===== src/hw/rtl/rau_pkg.sv =====
`timescale 1ns / 1ps

package rau_pkg;

    // Working width of every value inside the unit (8 .. 32)
    localparam int VALUE_W     = 32;
    // Fixed widths of the item fields
    localparam int FIELD_W     = 32;
    localparam int DEN_FIELD_W = 31;
    localparam int PROD_W      = 2 * VALUE_W;
    localparam int CNT_W       = $clog2(VALUE_W);
    localparam int MUL_STEPS   = 3;

    typedef enum logic [2:0] {
        OP_NORM    = 3'd0,
        OP_ADD     = 3'd1,
        OP_SUB     = 3'd2,
        OP_MUL     = 3'd3,
        OP_DIV     = 3'd4,
        OP_LESS    = 3'd5,
        OP_GREATER = 3'd6,
        OP_EQUAL   = 3'd7
    } t_opcode;

    typedef enum logic [1:0] {
        STAT_OK       = 2'd0,
        STAT_ZERO_DEN = 2'd1,
        STAT_DIV_ZERO = 2'd2,
        STAT_OVERFLOW = 2'd3
    } t_status;

    typedef enum logic [3:0] {
        S_IDLE,
        S_CHECK,
        S_CANL_GO,
        S_CANL_WAIT,
        S_CANR_GO,
        S_CANR_WAIT,
        S_MUL,
        S_SUM,
        S_EVAL,
        S_CANZ_GO,
        S_CANZ_WAIT,
        S_DONE
    } t_main_state;

    typedef enum logic [2:0] {
        CN_IDLE,
        CN_GCD_GO,
        CN_GCD_WAIT,
        CN_DIVN_GO,
        CN_DIVN_WAIT,
        CN_DIVD_GO,
        CN_DIVD_WAIT,
        CN_FIX
    } t_canon_state;

    // Canonical fraction handed back by the reduce unit
    typedef struct packed {
        logic                        done;
        logic                        ovf;
        logic signed [VALUE_W-1:0]   num;
        logic        [VALUE_W-2:0]   den;
    } t_canon_res;

endpackage


===== src/hw/rtl/rau_gcd.sv =====
`timescale 1ns / 1ps

module rau_gcd (
    input  logic                           i_clk,
    input  logic                           i_rst_n,
    input  logic                           i_start,
    input  logic [rau_pkg::VALUE_W-1:0]    i_a,
    input  logic [rau_pkg::VALUE_W-1:0]    i_b,
    output logic                           o_done,
    output logic [rau_pkg::VALUE_W-1:0]    o_gcd
);
    import rau_pkg::*;

    logic               r_busy;
    logic               r_done;
    logic [VALUE_W-1:0] r_x;
    logic [VALUE_W-1:0] r_y;
    logic [CNT_W-1:0]   r_k;
    logic [VALUE_W-1:0] r_gcd;

    always_ff @(posedge i_clk) begin
        if (!i_rst_n) begin
            r_busy <= 1'b0;
            r_done <= 1'b0;
        end else begin
            r_done <= 1'b0;
            if (i_start) begin
                r_busy <= 1'b1;
            end else if (r_busy && (r_x == '0 || r_y == '0)) begin
                r_busy <= 1'b0;
                r_done <= 1'b1;
            end
        end
    end

    // One binary gcd step per cycle: common halving, single halving or subtract
    always_ff @(posedge i_clk) begin
        if (i_start) begin
            r_x <= i_a;
            r_y <= i_b;
            r_k <= '0;
        end else if (r_busy) begin
            if (r_x == '0 || r_y == '0) begin
                r_gcd <= (r_x | r_y) << r_k;
            end else if (!r_x[0] && !r_y[0]) begin
                r_x <= r_x >> 1;
                r_y <= r_y >> 1;
                r_k <= r_k + 1'b1;
            end else if (!r_x[0]) begin
                r_x <= r_x >> 1;
            end else if (!r_y[0]) begin
                r_y <= r_y >> 1;
            end else if (r_x > r_y) begin
                r_x <= r_x - r_y;
            end else begin
                r_y <= r_y - r_x;
            end
        end
    end

    assign o_done = r_done;
    assign o_gcd  = r_gcd;

endmodule


===== src/hw/rtl/rau_div.sv =====
`timescale 1ns / 1ps

module rau_div (
    input  logic                           i_clk,
    input  logic                           i_rst_n,
    input  logic                           i_start,
    input  logic [rau_pkg::VALUE_W-1:0]    i_dividend,
    input  logic [rau_pkg::VALUE_W-1:0]    i_divisor,
    output logic                           o_done,
    output logic [rau_pkg::VALUE_W-1:0]    o_quotient
);
    import rau_pkg::*;

    logic               r_busy;
    logic               r_done;
    logic [CNT_W-1:0]   r_cnt;
    logic [VALUE_W-1:0] r_rem;
    logic [VALUE_W-1:0] r_quo;
    logic [VALUE_W-1:0] r_dvs;
    logic [VALUE_W:0]   w_rem_sh;
    logic [VALUE_W:0]   w_diff;
    logic               w_fit;
    logic               w_last;

    assign w_rem_sh = {r_rem, r_quo[VALUE_W-1]};
    assign w_diff   = w_rem_sh - {1'b0, r_dvs};
    assign w_fit    = (w_rem_sh >= {1'b0, r_dvs});
    assign w_last   = (r_cnt == CNT_W'(VALUE_W - 1));

    always_ff @(posedge i_clk) begin
        if (!i_rst_n) begin
            r_busy <= 1'b0;
            r_done <= 1'b0;
        end else begin
            r_done <= 1'b0;
            if (i_start) begin
                r_busy <= 1'b1;
            end else if (r_busy && w_last) begin
                r_busy <= 1'b0;
                r_done <= 1'b1;
            end
        end
    end

    // Restoring division, one quotient bit per cycle
    always_ff @(posedge i_clk) begin
        if (i_start) begin
            r_rem <= '0;
            r_quo <= i_dividend;
            r_dvs <= i_divisor;
            r_cnt <= '0;
        end else if (r_busy) begin
            r_cnt <= r_cnt + 1'b1;
            if (w_fit) begin
                r_rem <= w_diff[VALUE_W-1:0];
                r_quo <= {r_quo[VALUE_W-2:0], 1'b1};
            end else begin
                r_rem <= w_rem_sh[VALUE_W-1:0];
                r_quo <= {r_quo[VALUE_W-2:0], 1'b0};
            end
        end
    end

    assign o_done     = r_done;
    assign o_quotient = r_quo;

endmodule


===== src/hw/rtl/rau_canon.sv =====
`timescale 1ns / 1ps

module rau_canon (
    input  logic                                i_clk,
    input  logic                                i_rst_n,
    input  logic                                i_start,
    input  logic signed [rau_pkg::VALUE_W-1:0]  i_num,
    input  logic signed [rau_pkg::VALUE_W-1:0]  i_den,
    output rau_pkg::t_canon_res                 o_res
);
    import rau_pkg::*;

    t_canon_state       r_state;
    t_canon_state       n_state;
    logic               r_neg;
    logic [VALUE_W-1:0] r_mn;
    logic [VALUE_W-1:0] r_md;
    logic [VALUE_W-1:0] r_g;
    logic [VALUE_W-1:0] r_qn;
    logic [VALUE_W-1:0] r_qd;

    logic               w_gcd_start;
    logic               w_gcd_done;
    logic [VALUE_W-1:0] w_gcd;
    logic               w_div_start;
    logic               w_div_done;
    logic [VALUE_W-1:0] w_dividend;
    logic [VALUE_W-1:0] w_quo;
    logic [VALUE_W-1:0] w_mag_num;
    logic [VALUE_W-1:0] w_mag_den;

    assign w_mag_num = i_num[VALUE_W-1] ? VALUE_W'(-i_num) : VALUE_W'(i_num);
    assign w_mag_den = i_den[VALUE_W-1] ? VALUE_W'(-i_den) : VALUE_W'(i_den);

    rau_gcd u_gcd (
        .i_clk   (i_clk),
        .i_rst_n (i_rst_n),
        .i_start (w_gcd_start),
        .i_a     (r_mn),
        .i_b     (r_md),
        .o_done  (w_gcd_done),
        .o_gcd   (w_gcd)
    );

    rau_div u_div (
        .i_clk      (i_clk),
        .i_rst_n    (i_rst_n),
        .i_start    (w_div_start),
        .i_dividend (w_dividend),
        .i_divisor  (r_g),
        .o_done     (w_div_done),
        .o_quotient (w_quo)
    );

    always_ff @(posedge i_clk) begin
        if (!i_rst_n) begin
            r_state <= CN_IDLE;
        end else begin
            r_state <= n_state;
        end
    end

    always_comb begin
        n_state = r_state;
        case (r_state)
            CN_IDLE:      if (i_start) n_state = CN_GCD_GO;
            CN_GCD_GO:    n_state = CN_GCD_WAIT;
            CN_GCD_WAIT:  if (w_gcd_done) n_state = CN_DIVN_GO;
            CN_DIVN_GO:   n_state = CN_DIVN_WAIT;
            CN_DIVN_WAIT: if (w_div_done) n_state = CN_DIVD_GO;
            CN_DIVD_GO:   n_state = CN_DIVD_WAIT;
            CN_DIVD_WAIT: if (w_div_done) n_state = CN_FIX;
            CN_FIX:       n_state = CN_IDLE;
            default:      n_state = CN_IDLE;
        endcase
    end

    always_comb begin
        w_gcd_start = (r_state == CN_GCD_GO);
        w_div_start = (r_state == CN_DIVN_GO) || (r_state == CN_DIVD_GO);
        w_dividend  = (r_state == CN_DIVN_GO) ? r_mn : r_md;
    end

    always_ff @(posedge i_clk) begin
        case (r_state)
            CN_IDLE: begin
                if (i_start) begin
                    r_neg <= i_num[VALUE_W-1] ^ i_den[VALUE_W-1];
                    r_mn  <= w_mag_num;
                    r_md  <= w_mag_den;
                end
            end
            CN_GCD_WAIT:  if (w_gcd_done) r_g <= w_gcd;
            CN_DIVN_WAIT: if (w_div_done) r_qn <= w_quo;
            CN_DIVD_WAIT: if (w_div_done) r_qd <= w_quo;
            default: ;
        endcase
    end

    // Sign goes onto the numerator; a magnitude past the signed range overflows
    always_comb begin
        o_res.done = (r_state == CN_FIX);
        o_res.num  = r_neg ? -$signed(r_qn) : $signed(r_qn);
        o_res.den  = r_qd[VALUE_W-2:0];
        o_res.ovf  = r_qd[VALUE_W-1]
                   | (r_neg ? (r_qn[VALUE_W-1] && (|r_qn[VALUE_W-2:0])) : r_qn[VALUE_W-1]);
    end

endmodule


===== src/hw/rtl/rational_arithmetic_unit.sv =====
`timescale 1ns / 1ps

// Rational arithmetic unit: normalize, add, sub, mul, div and compare of
// two fractions, every arithmetic result reduced to lowest terms.
// Input channel: i_in_valid / o_in_stall with opcode and the two fractions.
// o_in_stall is high while an item is in work; one item at a time.
// Output channel: o_out_valid / i_out_stall, one result per item, held in
// an output register, so a new item is taken while a result still waits.
// Each item runs up to three reduce passes besides the control states. A
// reduce pass is a binary gcd and then two restoring divides by the gcd,
// one for the numerator and one for the denominator, all in the shared
// reduce unit. Normalize takes one pass and equal two; less and greater
// take two passes and the three steps on the shared multiplier; add, sub,
// mul and div take three passes and the three multiplier steps. A zero
// denominator ends the item at the check, before any pass, and other
// errors end it after the reduce pass or range check that finds them.
// The next item is taken in the cycle after the result is loaded. A
// stalled receiver holds the finished item in the last state until the
// output register frees up. Synchronous active-low reset returns to idle
// and drops any pending result.
module rational_arithmetic_unit (
    input  logic                                     i_clk,
    input  logic                                     i_rst_n,
    input  logic                                     i_in_valid,
    output logic                                     o_in_stall,
    input  logic [2:0]                               i_opcode,
    input  logic signed [rau_pkg::FIELD_W-1:0]       i_lhs_num,
    input  logic signed [rau_pkg::FIELD_W-1:0]       i_lhs_den,
    input  logic signed [rau_pkg::FIELD_W-1:0]       i_rhs_num,
    input  logic signed [rau_pkg::FIELD_W-1:0]       i_rhs_den,
    output logic                                     o_out_valid,
    input  logic                                     i_out_stall,
    output logic signed [rau_pkg::FIELD_W-1:0]       o_result_num,
    output logic [rau_pkg::DEN_FIELD_W-1:0]          o_result_den,
    output logic                                     o_compare_true,
    output logic [1:0]                               o_status
);
    import rau_pkg::*;

    t_main_state               r_state;
    t_main_state               n_state;
    t_opcode                   r_op;
    logic signed [VALUE_W-1:0] r_a;
    logic signed [VALUE_W-1:0] r_b;
    logic signed [VALUE_W-1:0] r_c;
    logic signed [VALUE_W-1:0] r_d;
    logic signed [PROD_W-1:0]  r_p0;
    logic signed [PROD_W-1:0]  r_p1;
    logic signed [PROD_W-1:0]  r_p2;
    logic signed [PROD_W-1:0]  r_un;
    logic [1:0]                r_step;
    t_status                   r_status;
    logic                      r_cmp;
    logic signed [VALUE_W-1:0] r_rnum;
    logic [VALUE_W-2:0]        r_rden;

    logic                      r_out_valid;
    logic signed [VALUE_W-1:0] r_out_num;
    logic [VALUE_W-2:0]        r_out_den;
    logic                      r_out_cmp;
    t_status                   r_out_status;

    logic                      w_accept;
    logic                      w_in_stall;
    logic                      w_out_load;
    logic                      w_canon_start;
    logic signed [VALUE_W-1:0] w_canon_num;
    logic signed [VALUE_W-1:0] w_canon_den;
    t_canon_res                w_cres;
    logic signed [VALUE_W-1:0] w_cres_den;
    logic                      w_zero_den;
    logic                      w_mul_last;
    logic                      w_un_range;
    logic                      w_ud_range;
    logic                      w_ok;
    logic signed [VALUE_W-1:0] w_mul_x;
    logic signed [VALUE_W-1:0] w_mul_y;
    logic signed [PROD_W-1:0]  w_prod;

    rau_canon u_canon (
        .i_clk   (i_clk),
        .i_rst_n (i_rst_n),
        .i_start (w_canon_start),
        .i_num   (w_canon_num),
        .i_den   (w_canon_den),
        .o_res   (w_cres)
    );

    assign w_cres_den = $signed({1'b0, w_cres.den});
    assign w_zero_den = (r_b == '0) || (r_op != OP_NORM && r_d == '0);
    assign w_mul_last = (r_step == 2'(MUL_STEPS - 1));
    assign w_un_range = (&r_un[PROD_W-1:VALUE_W-1]) || !(|r_un[PROD_W-1:VALUE_W-1]);
    assign w_ud_range = (&r_p2[PROD_W-1:VALUE_W-1]) || !(|r_p2[PROD_W-1:VALUE_W-1]);
    assign w_ok       = (r_status == STAT_OK);

    // Shared multiplier: step 0 a*d (a*c for mul), step 1 c*b,
    // step 2 b*d (b*c for div)
    always_comb begin
        case (r_step)
            2'd0: begin
                w_mul_x = r_a;
                w_mul_y = (r_op == OP_MUL) ? r_c : r_d;
            end
            2'd1: begin
                w_mul_x = r_c;
                w_mul_y = r_b;
            end
            default: begin
                w_mul_x = r_b;
                w_mul_y = (r_op == OP_DIV) ? r_c : r_d;
            end
        endcase
    end
    assign w_prod = w_mul_x * w_mul_y;

    always_ff @(posedge i_clk) begin
        if (!i_rst_n) begin
            r_state <= S_IDLE;
        end else begin
            r_state <= n_state;
        end
    end

    always_comb begin
        n_state = r_state;
        case (r_state)
            S_IDLE:      if (w_accept) n_state = S_CHECK;
            S_CHECK:     n_state = w_zero_den ? S_DONE : S_CANL_GO;
            S_CANL_GO:   n_state = S_CANL_WAIT;
            S_CANL_WAIT: begin
                if (w_cres.done) begin
                    n_state = (w_cres.ovf || r_op == OP_NORM) ? S_DONE : S_CANR_GO;
                end
            end
            S_CANR_GO:   n_state = S_CANR_WAIT;
            S_CANR_WAIT: begin
                if (w_cres.done) begin
                    if (w_cres.ovf || r_op == OP_EQUAL
                        || (r_op == OP_DIV && w_cres.num == '0)) begin
                        n_state = S_DONE;
                    end else begin
                        n_state = S_MUL;
                    end
                end
            end
            S_MUL:       if (w_mul_last) n_state = S_SUM;
            S_SUM:       n_state = S_EVAL;
            S_EVAL: begin
                if (r_op == OP_LESS || r_op == OP_GREATER) begin
                    n_state = S_DONE;
                end else if (!w_un_range || !w_ud_range) begin
                    n_state = S_DONE;
                end else begin
                    n_state = S_CANZ_GO;
                end
            end
            S_CANZ_GO:   n_state = S_CANZ_WAIT;
            S_CANZ_WAIT: if (w_cres.done) n_state = S_DONE;
            S_DONE:      if (!r_out_valid || !i_out_stall) n_state = S_IDLE;
            default:     n_state = S_IDLE;
        endcase
    end

    always_comb begin
        w_in_stall    = (r_state != S_IDLE);
        w_accept      = i_in_valid && !w_in_stall;
        w_canon_start = (r_state == S_CANL_GO) || (r_state == S_CANR_GO)
                      || (r_state == S_CANZ_GO);
        w_out_load    = (r_state == S_DONE) && (!r_out_valid || !i_out_stall);
        case (r_state)
            S_CANR_GO: begin
                w_canon_num = r_c;
                w_canon_den = r_d;
            end
            S_CANZ_GO: begin
                w_canon_num = r_un[VALUE_W-1:0];
                w_canon_den = r_p2[VALUE_W-1:0];
            end
            default: begin
                w_canon_num = r_a;
                w_canon_den = r_b;
            end
        endcase
    end

    always_ff @(posedge i_clk) begin
        case (r_state)
            S_IDLE: begin
                if (w_accept) begin
                    r_op     <= t_opcode'(i_opcode);
                    r_a      <= i_lhs_num[VALUE_W-1:0];
                    r_b      <= i_lhs_den[VALUE_W-1:0];
                    r_c      <= i_rhs_num[VALUE_W-1:0];
                    r_d      <= i_rhs_den[VALUE_W-1:0];
                    r_status <= STAT_OK;
                    r_cmp    <= 1'b0;
                    r_rnum   <= '0;
                    r_rden   <= (VALUE_W-1)'(1);
                end
            end
            S_CHECK: if (w_zero_den) r_status <= STAT_ZERO_DEN;
            S_CANL_WAIT: begin
                if (w_cres.done) begin
                    if (w_cres.ovf) begin
                        r_status <= STAT_OVERFLOW;
                    end else begin
                        r_a <= w_cres.num;
                        r_b <= w_cres_den;
                        if (r_op == OP_NORM) begin
                            r_rnum <= w_cres.num;
                            r_rden <= w_cres.den;
                        end
                    end
                end
            end
            S_CANR_WAIT: begin
                if (w_cres.done) begin
                    r_step <= '0;
                    if (w_cres.ovf) begin
                        r_status <= STAT_OVERFLOW;
                    end else begin
                        r_c <= w_cres.num;
                        r_d <= w_cres_den;
                        if (r_op == OP_EQUAL) begin
                            r_cmp <= (r_a == w_cres.num) && (r_b == w_cres_den);
                        end
                        if (r_op == OP_DIV && w_cres.num == '0) begin
                            r_status <= STAT_DIV_ZERO;
                        end
                    end
                end
            end
            S_MUL: begin
                r_step <= r_step + 1'b1;
                case (r_step)
                    2'd0:    r_p0 <= w_prod;
                    2'd1:    r_p1 <= w_prod;
                    default: r_p2 <= w_prod;
                endcase
            end
            S_SUM: begin
                case (r_op)
                    OP_ADD:         r_un <= r_p0 + r_p1;
                    OP_MUL, OP_DIV: r_un <= r_p0;
                    default:        r_un <= r_p0 - r_p1;
                endcase
            end
            S_EVAL: begin
                if (r_op == OP_LESS) begin
                    r_cmp <= r_un[PROD_W-1];
                end else if (r_op == OP_GREATER) begin
                    r_cmp <= !r_un[PROD_W-1] && (|r_un);
                end else if (!w_un_range || !w_ud_range) begin
                    r_status <= STAT_OVERFLOW;
                end
            end
            S_CANZ_WAIT: begin
                if (w_cres.done) begin
                    if (w_cres.ovf) begin
                        r_status <= STAT_OVERFLOW;
                    end else begin
                        r_rnum <= w_cres.num;
                        r_rden <= w_cres.den;
                    end
                end
            end
            default: ;
        endcase
    end

    // Output register: take a finished item, release on transfer
    always_ff @(posedge i_clk) begin
        if (!i_rst_n) begin
            r_out_valid <= 1'b0;
        end else if (w_out_load) begin
            r_out_valid <= 1'b1;
        end else if (!i_out_stall) begin
            r_out_valid <= 1'b0;
        end
    end

    always_ff @(posedge i_clk) begin
        if (w_out_load) begin
            r_out_status <= r_status;
            r_out_num    <= w_ok ? r_rnum : '0;
            r_out_den    <= w_ok ? r_rden : (VALUE_W-1)'(1);
            r_out_cmp    <= w_ok && r_cmp;
        end
    end

    assign o_in_stall     = w_in_stall;
    assign o_out_valid    = r_out_valid;
    assign o_result_num   = FIELD_W'(r_out_num);
    assign o_result_den   = DEN_FIELD_W'(r_out_den);
    assign o_compare_true = r_out_cmp;
    assign o_status       = r_out_status;

endmodule


===== config.mk =====
export PLATFORM = sky130hd
export DESIGN_NAME = rational_arithmetic_unit
export DESIGN_NICKNAME = d
export VERILOG_FILES = /design/src/hw/rtl/rau_pkg.sv /design/src/hw/rtl/rau_gcd.sv /design/src/hw/rtl/rau_div.sv /design/src/hw/rtl/rau_canon.sv /design/src/hw/rtl/rational_arithmetic_unit.sv
export SDC_FILE = /design/constraint.sdc
export NUM_CORES = 2
export LEC_CHECK = 0
export BUFFER_PORTS_ARGS = -buffer_cell sky130_fd_sc_hd__buf_2
export CAP_MARGIN = 20
export CORE_AREA = 2 2 501 304
export DETAILED_ROUTE_END_ITERATION = 8
export DIE_AREA = 0 0 503 306
export MAX_ROUTING_LAYER = met4
export PLACE_DENSITY = 0.8
export SLEW_MARGIN = 10
export SYNTH_ARGS = -nofsm -noshare
export SYNTH_HDL_FRONTEND = slang
export SYNTH_HIERARCHICAL = 1
export SYNTH_SLANG_ARGS = --single-unit

===== constraint.sdc =====
create_clock -name i_clk -period 8.85 [get_ports i_clk]
set_input_delay 2.2125 -clock i_clk [delete_from_list [all_inputs] [get_ports i_clk]]
set_output_delay 2.2125 -clock i_clk [all_outputs]
set_load 0.05 [all_outputs]

# After elaboration in Yosys (flattened, before gate mapping)
# Cells that the tools add are included.
# word_totals
reg_bits	896
input_bits	135
mem_bits_ro	0
word_cells	311
mem_count	0
latchBits	0
ram_bits	0
# op_classes
div_mod_pow	0
add_sub_neg	11
shift	1
order_cmp	2
reduce_logical	90
bitwise	7
n_mul	1
mux	99
n_eq_ne	57
# ops
op	count
$mux 32	33
$pmux 32 s2	8
$mux 31	8
$logic_not 32->1	5
$pmux 64 s2	1
$neg 32->32	3
$pmux 32 s3	1
$sub 32x32->32	3
$pmux 31 s3	1
$reduce_and 33->1	2
$reduce_or 33->1	2
$add 64x64->64	1
$eq 32x32->1	2
$mul 32x32->64	1
$reduce_or 64->1	1
$sub 64x64->64	1
$pmux 4 s12	1
$mux 4	9
$ge 33x32->1	1
$gt 32x32->1	1
$ne 2x2->1 const B	16
$or 32x32->32	1
$shl 32x5->32	1
$reduce_or 31->1	1
other kinds (43)	164

# Logic depth before layout (Yosys ltp)
# logic_depth
depth_word	9
mapped_depth	36

# Cells and area by module
# The synthesis kept the hierarchy.
# by_module_without_submodules
module	cells_each	n_inst	seq_area_each_um2	area_each_um2
rational_arithmetic_unit	6578	1	15745.1	63533.4
rau_gcd	1183	1	3022.9	10546.4
rau_canon	551	1	4894.7	7729.9
rau_div	561	1	2702.6	5753.0

# Worst setup path after synthesis
# OpenSTA, ideal clock, no wires.
# synth_path
path_type	register to register
start	reg r_op[2]
end	reg r_p0[63] (data pin)
path_slack_ps	-727
n_path_buf	4
synth_period_minus_slack_ps	9577
setup_ps	269
t_arrival_ps	9308
required_time_ps	8581
stages_incl_launch_ff	31
path_cell_list	edfxtp_1 clkbuf_1 nand3b_1 clkbuf_1 buf_1 mux2i_1 o221ai_1 clkbuf_1 nand2_1 fa_1 fa_1 fa_1 inv_1 fa_1 fa_1 fa_1 inv_1 fa_1 inv_1 fa_1 ha_1 a21o_1 a21o_1 a21o_1 a21o_1 a21o_1 nand3_1 a21boi_0 a311o_1 a21oi_1 xnor2_1
# synth_via
elab_chain_cells	4
# synth_rtl
element	line	source
from (decl)	rational_arithmetic_unit.sv:42	t_opcode r_op;
from (signal assigned)	rational_arithmetic_unit.sv:190	r_op <= t_opcode'(i_opcode);
$eq 3x3->1 / $eq 3x2->1 (equally long branches)	rational_arithmetic_unit.sv:110, rational_arithmetic_unit.sv:102	
$mux 32 (on tied branches)	rational_arithmetic_unit.sv:110, rational_arithmetic_unit.sv:102	
$pmux 32 s2 (*)	rational_arithmetic_unit.sv:99	case (r_step)
$mul 32x32->64 (*)	rational_arithmetic_unit.sv:114	assign w_prod = w_mul_x * w_mul_y;
net w_prod[63]	rational_arithmetic_unit.sv:78	logic signed [PROD_W-1:0] w_prod;
to (signal assigned)	rational_arithmetic_unit.sv:236	2'd0: r_p0 <= w_prod;
to (decl)	rational_arithmetic_unit.sv:47	logic signed [PROD_W-1:0] r_p0;
# The timed path passes the listed nets; every way through them passes the cells marked *.
# A chain may end at the register's enable or synchronous reset.

# Worst setup path in the final report
# layout_path
start	reg r_op[0]
end	reg r_p1[59] (data pin)
# layout_via
elab_chain_cells	4
# layout_rtl
element	line	source
$eq 3x3->1 / $eq 3x2->1 (equally long branches)	rational_arithmetic_unit.sv:110, rational_arithmetic_unit.sv:102	
$mux 32 (on tied branches)	rational_arithmetic_unit.sv:110, rational_arithmetic_unit.sv:102	
$pmux 32 s2 (*)	rational_arithmetic_unit.sv:99	
$mul 32x32->64 (*)	rational_arithmetic_unit.sv:114	
net w_prod[59]	rational_arithmetic_unit.sv:78	
to (signal assigned)	rational_arithmetic_unit.sv:237	2'd1: r_p1 <= w_prod;
to (decl)	rational_arithmetic_unit.sv:48	logic signed [PROD_W-1:0] r_p1;
# Marks and branches as above.

==> flow_summary.toml <==
[run_status]
outcome = "complete, but fails checks"
violations = "DRC, setup timing"

[synth]
synthAdderAreaFrac_pct = 30.33
yosysUniqueCellTypes = 106
synth_cells = 8873
synth.top_cell.area_share_pct = 28.88
ys_warn_count = 6
synth-async-reset-ratio_pct = 0
netlist_area_mm2 = 0.08756
synth_largest_area_cell = "edfxtp_1"
synth_xor_area_share_pct = 4.120
muxShareOfSynthArea_pct = 2.979
synth_area_leaders = "edfxtp_1, fa_1, nand2_1"
synthTopCellsByCount = "nand2_1, inv_1, fa_1"
synth_top_family_by_area = "adder cells"
synth.avg_cell_area_um2 = 9.868
syn_nets = 10479
yosys.area_share.simple_pct = 14.54
ys_seq_elements = 896
synth_edf_count = 842
ys_seq_area_share_pct = 30.11
synth_flop_cell = "edfxtp_1"
synth-compound-area-share_pct = 10.65
synth.most_common_cell = "nand2_1"

[final_layout]
fin_util_pct = 68.92
fin_area_mm2 = 0.1028
drive_gt1_share_pct = 18.08
num-fill-cells = 11270
syn_to_final_growth_pct = 17.42
final_nets = 11163

[cts]
root_buffer = "clkbuf_16"
clk_latency_ns = 0.75
clk_path_buf_depth = 3
cts_tree = "built"
clkTransAtPathRegs_ns = 0.07
cts_sinks = 896
h-tree-depth = 3
cts_buffers = 85

[timing]
min_period_ns = 9.015
skew_ns = 0.1013
drv_slew = 0
hold_violations = 0
post-route-period-util_pct = 101.9
rsz0062_at_grt = "yes"
worst_pin_slew_ns = 1.331
timing.fmax_ghz = 0.1109
slew_headroom_pct = 10.64
setup_viol = 20
postLayoutSetupSlackWorst_ns = -0.1646

[floorplan]
coreArea_mm2 = 0.1492
die_width_um = 503
rows = 110
pin_count = 203
initial_core_util_pct = 58.69
die_area_mm2 = 0.1539
die_y_um = 306

[placement]
placed_cell_area_mm2 = 0.09715
place_congestion = 1.135
hpwl_um = 282200
dp_slack_ns = -0.6187
numPortBuffers = 202

[setup_path]
cp.buffers_inverters = 13
critical_path.top_delay_family = "adder cells"
cp_slowest_cell = "fa_2"
cp_max_fo = 7
critPathMaxStageDelay_ns = 0.60
cp_common_cell = "fa_1"
arrival_ns = 9.48
cp.required_ns = 9.32
crit_type = "flip-flop to flip-flop"
crit_path_start_kind = "flip-flop"
critPathCaptureType = "flip-flop"

[drt]
post_drt_wl_per_cell_um = 30.33
drt_pass1_iterations = 9
vias = 75228
totalWireLength_um = 353900
routed_via_density = 6.446
drc = 1
first_iter_violations = 11880
ant_nets = 0

[job]
drv_cap = 0

[global_routing]
grt_pass1_wl_um = 504400
antenna_found_initial = 20
grt_max_degree = 93
globalRouteOverflowTotal = 0
track_usage_pct = 46.98
grt_pass1_vias = 73366

[min_path]
hold_class = "flip-flop to flip-flop"
[logic make-up after synthesis]
logic type               count (synthesis)
AO/OA/AOI/OAI                         1383
AND/OR/NAND/NOR                       2853
multiplexers                           216
adder cells (fa/ha/maj)               1471
buffers and inverters                 1643
XOR/XNOR                               411
flip-flops                             896
[layout by cell type, fill, tap and decap left out, types with 31 or more instances in the layout]
cell type and instances:
inv_1 1138, buf_2 202, fa_1 1020, ha_1 346, nor2_1 733, fa_2 66
xor2_1 115, and2_1 161, nand4_1 86, nor4_1 112, nand3_1 63, nand2b_1 80
a22oi_1 70, o21bai_1 34, a21oi_2 51, o21ai_0 245, buf_4 680, a21oi_1 263
nor2b_1 50, mux2i_1 83, nor3_1 59, buf_12 138, dfxtp_1 52, o31ai_1 74
mux2_2 97, a21o_1 129, edfxtp_1 842, nand2_1 1304, a31oi_1 32, o22ai_1 32
o21a_1 33, xnor2_1 286, clkbuf_16 94, ha_4 31, a211oi_1 41
[flip-flops by register name, summed over array words and instances (netlist names), 64 cells and up]
signal,cells
r_p0,64
r_p1,64
r_p2,64
r_un,64
[final cells by class]
cell class | instances | area, um^2 | share of cell area [%]
timing repair buffer | 1072 | 9737 | 9.470
antenna | 26 | 65.06 | 0.06328
clock buffer | 106 | 2255 | 2.193
clock inverter | 52 | 661.9 | 0.6438
multi-input combinational | 6334 | 56820 | 55.26
inverter | 1168 | 4393 | 4.273
sequential | 896 | 26370 | 25.65
tap | 2016 | 2522 | 2.453
[metrics by stage]
stage          hold WS, ns  TNS (ns)  cells
6_report            0.3816    -1.913  11670
5_1_grt             0.4106    -6.483  11664
4_1_cts             0.3721  -0.04567  11595
3_5_place_dp        0.4045    -24.58  11397
3_3_place_gp        0.4018    -19.84  11396
2_1_floorplan       0.4003         0   8873
[final timing paths]
path / startpoint / end / slack (ns) / depth (start not counted)
worst max register to register: r_op[0]$_DFFE_PP_ / r_p1[59]$_DFFE_PP_ / -0.16 / 35
worst min register to register: u_canon/u_gcd/o_gcd[14]$_SDFFCE_PP0P_ / u_canon/r_g[14]$_DFFE_PP_ / 0.38 / 0
worst max-delay path: r_op[0]$_DFFE_PP_ / r_p1[59]$_DFFE_PP_ / -0.16 / 35
worst min-delay path: u_canon/u_gcd/o_gcd[14]$_SDFFCE_PP0P_ / u_canon/r_g[14]$_DFFE_PP_ / 0.38 / 0
[layer usage]
| layer | global-route usage, % | routed length [um] | up-vias | part of all wire (%) |
|---|---|---|---|---|
| li1 | - | - | 30952 | - |
| met1 | 63.92 | 134500 | 37223 | 38 |
| met2 | 62.13 | 141700 | 5995 | 40 |
| met3 | 18.89 | 58680 | 1058 | 17 |
| met4 | 19.09 | 19100 | 0 | 5.4 |
| met5 | - | 0 | - | 0 |
[what timing repair did]
item | 4_1_cts | 5_1_grt
resized for setup | 115 | 255
buffers inserted | 39 | 44
pin swaps | 82 | 156
hold buffers | 0 | 0
cloned | 4 | 7
setup endpoints to repair | 78 | 93
Power is not shown: default switching activity piles up to over one toggle a cycle in this logic, so the estimate is an artifact.
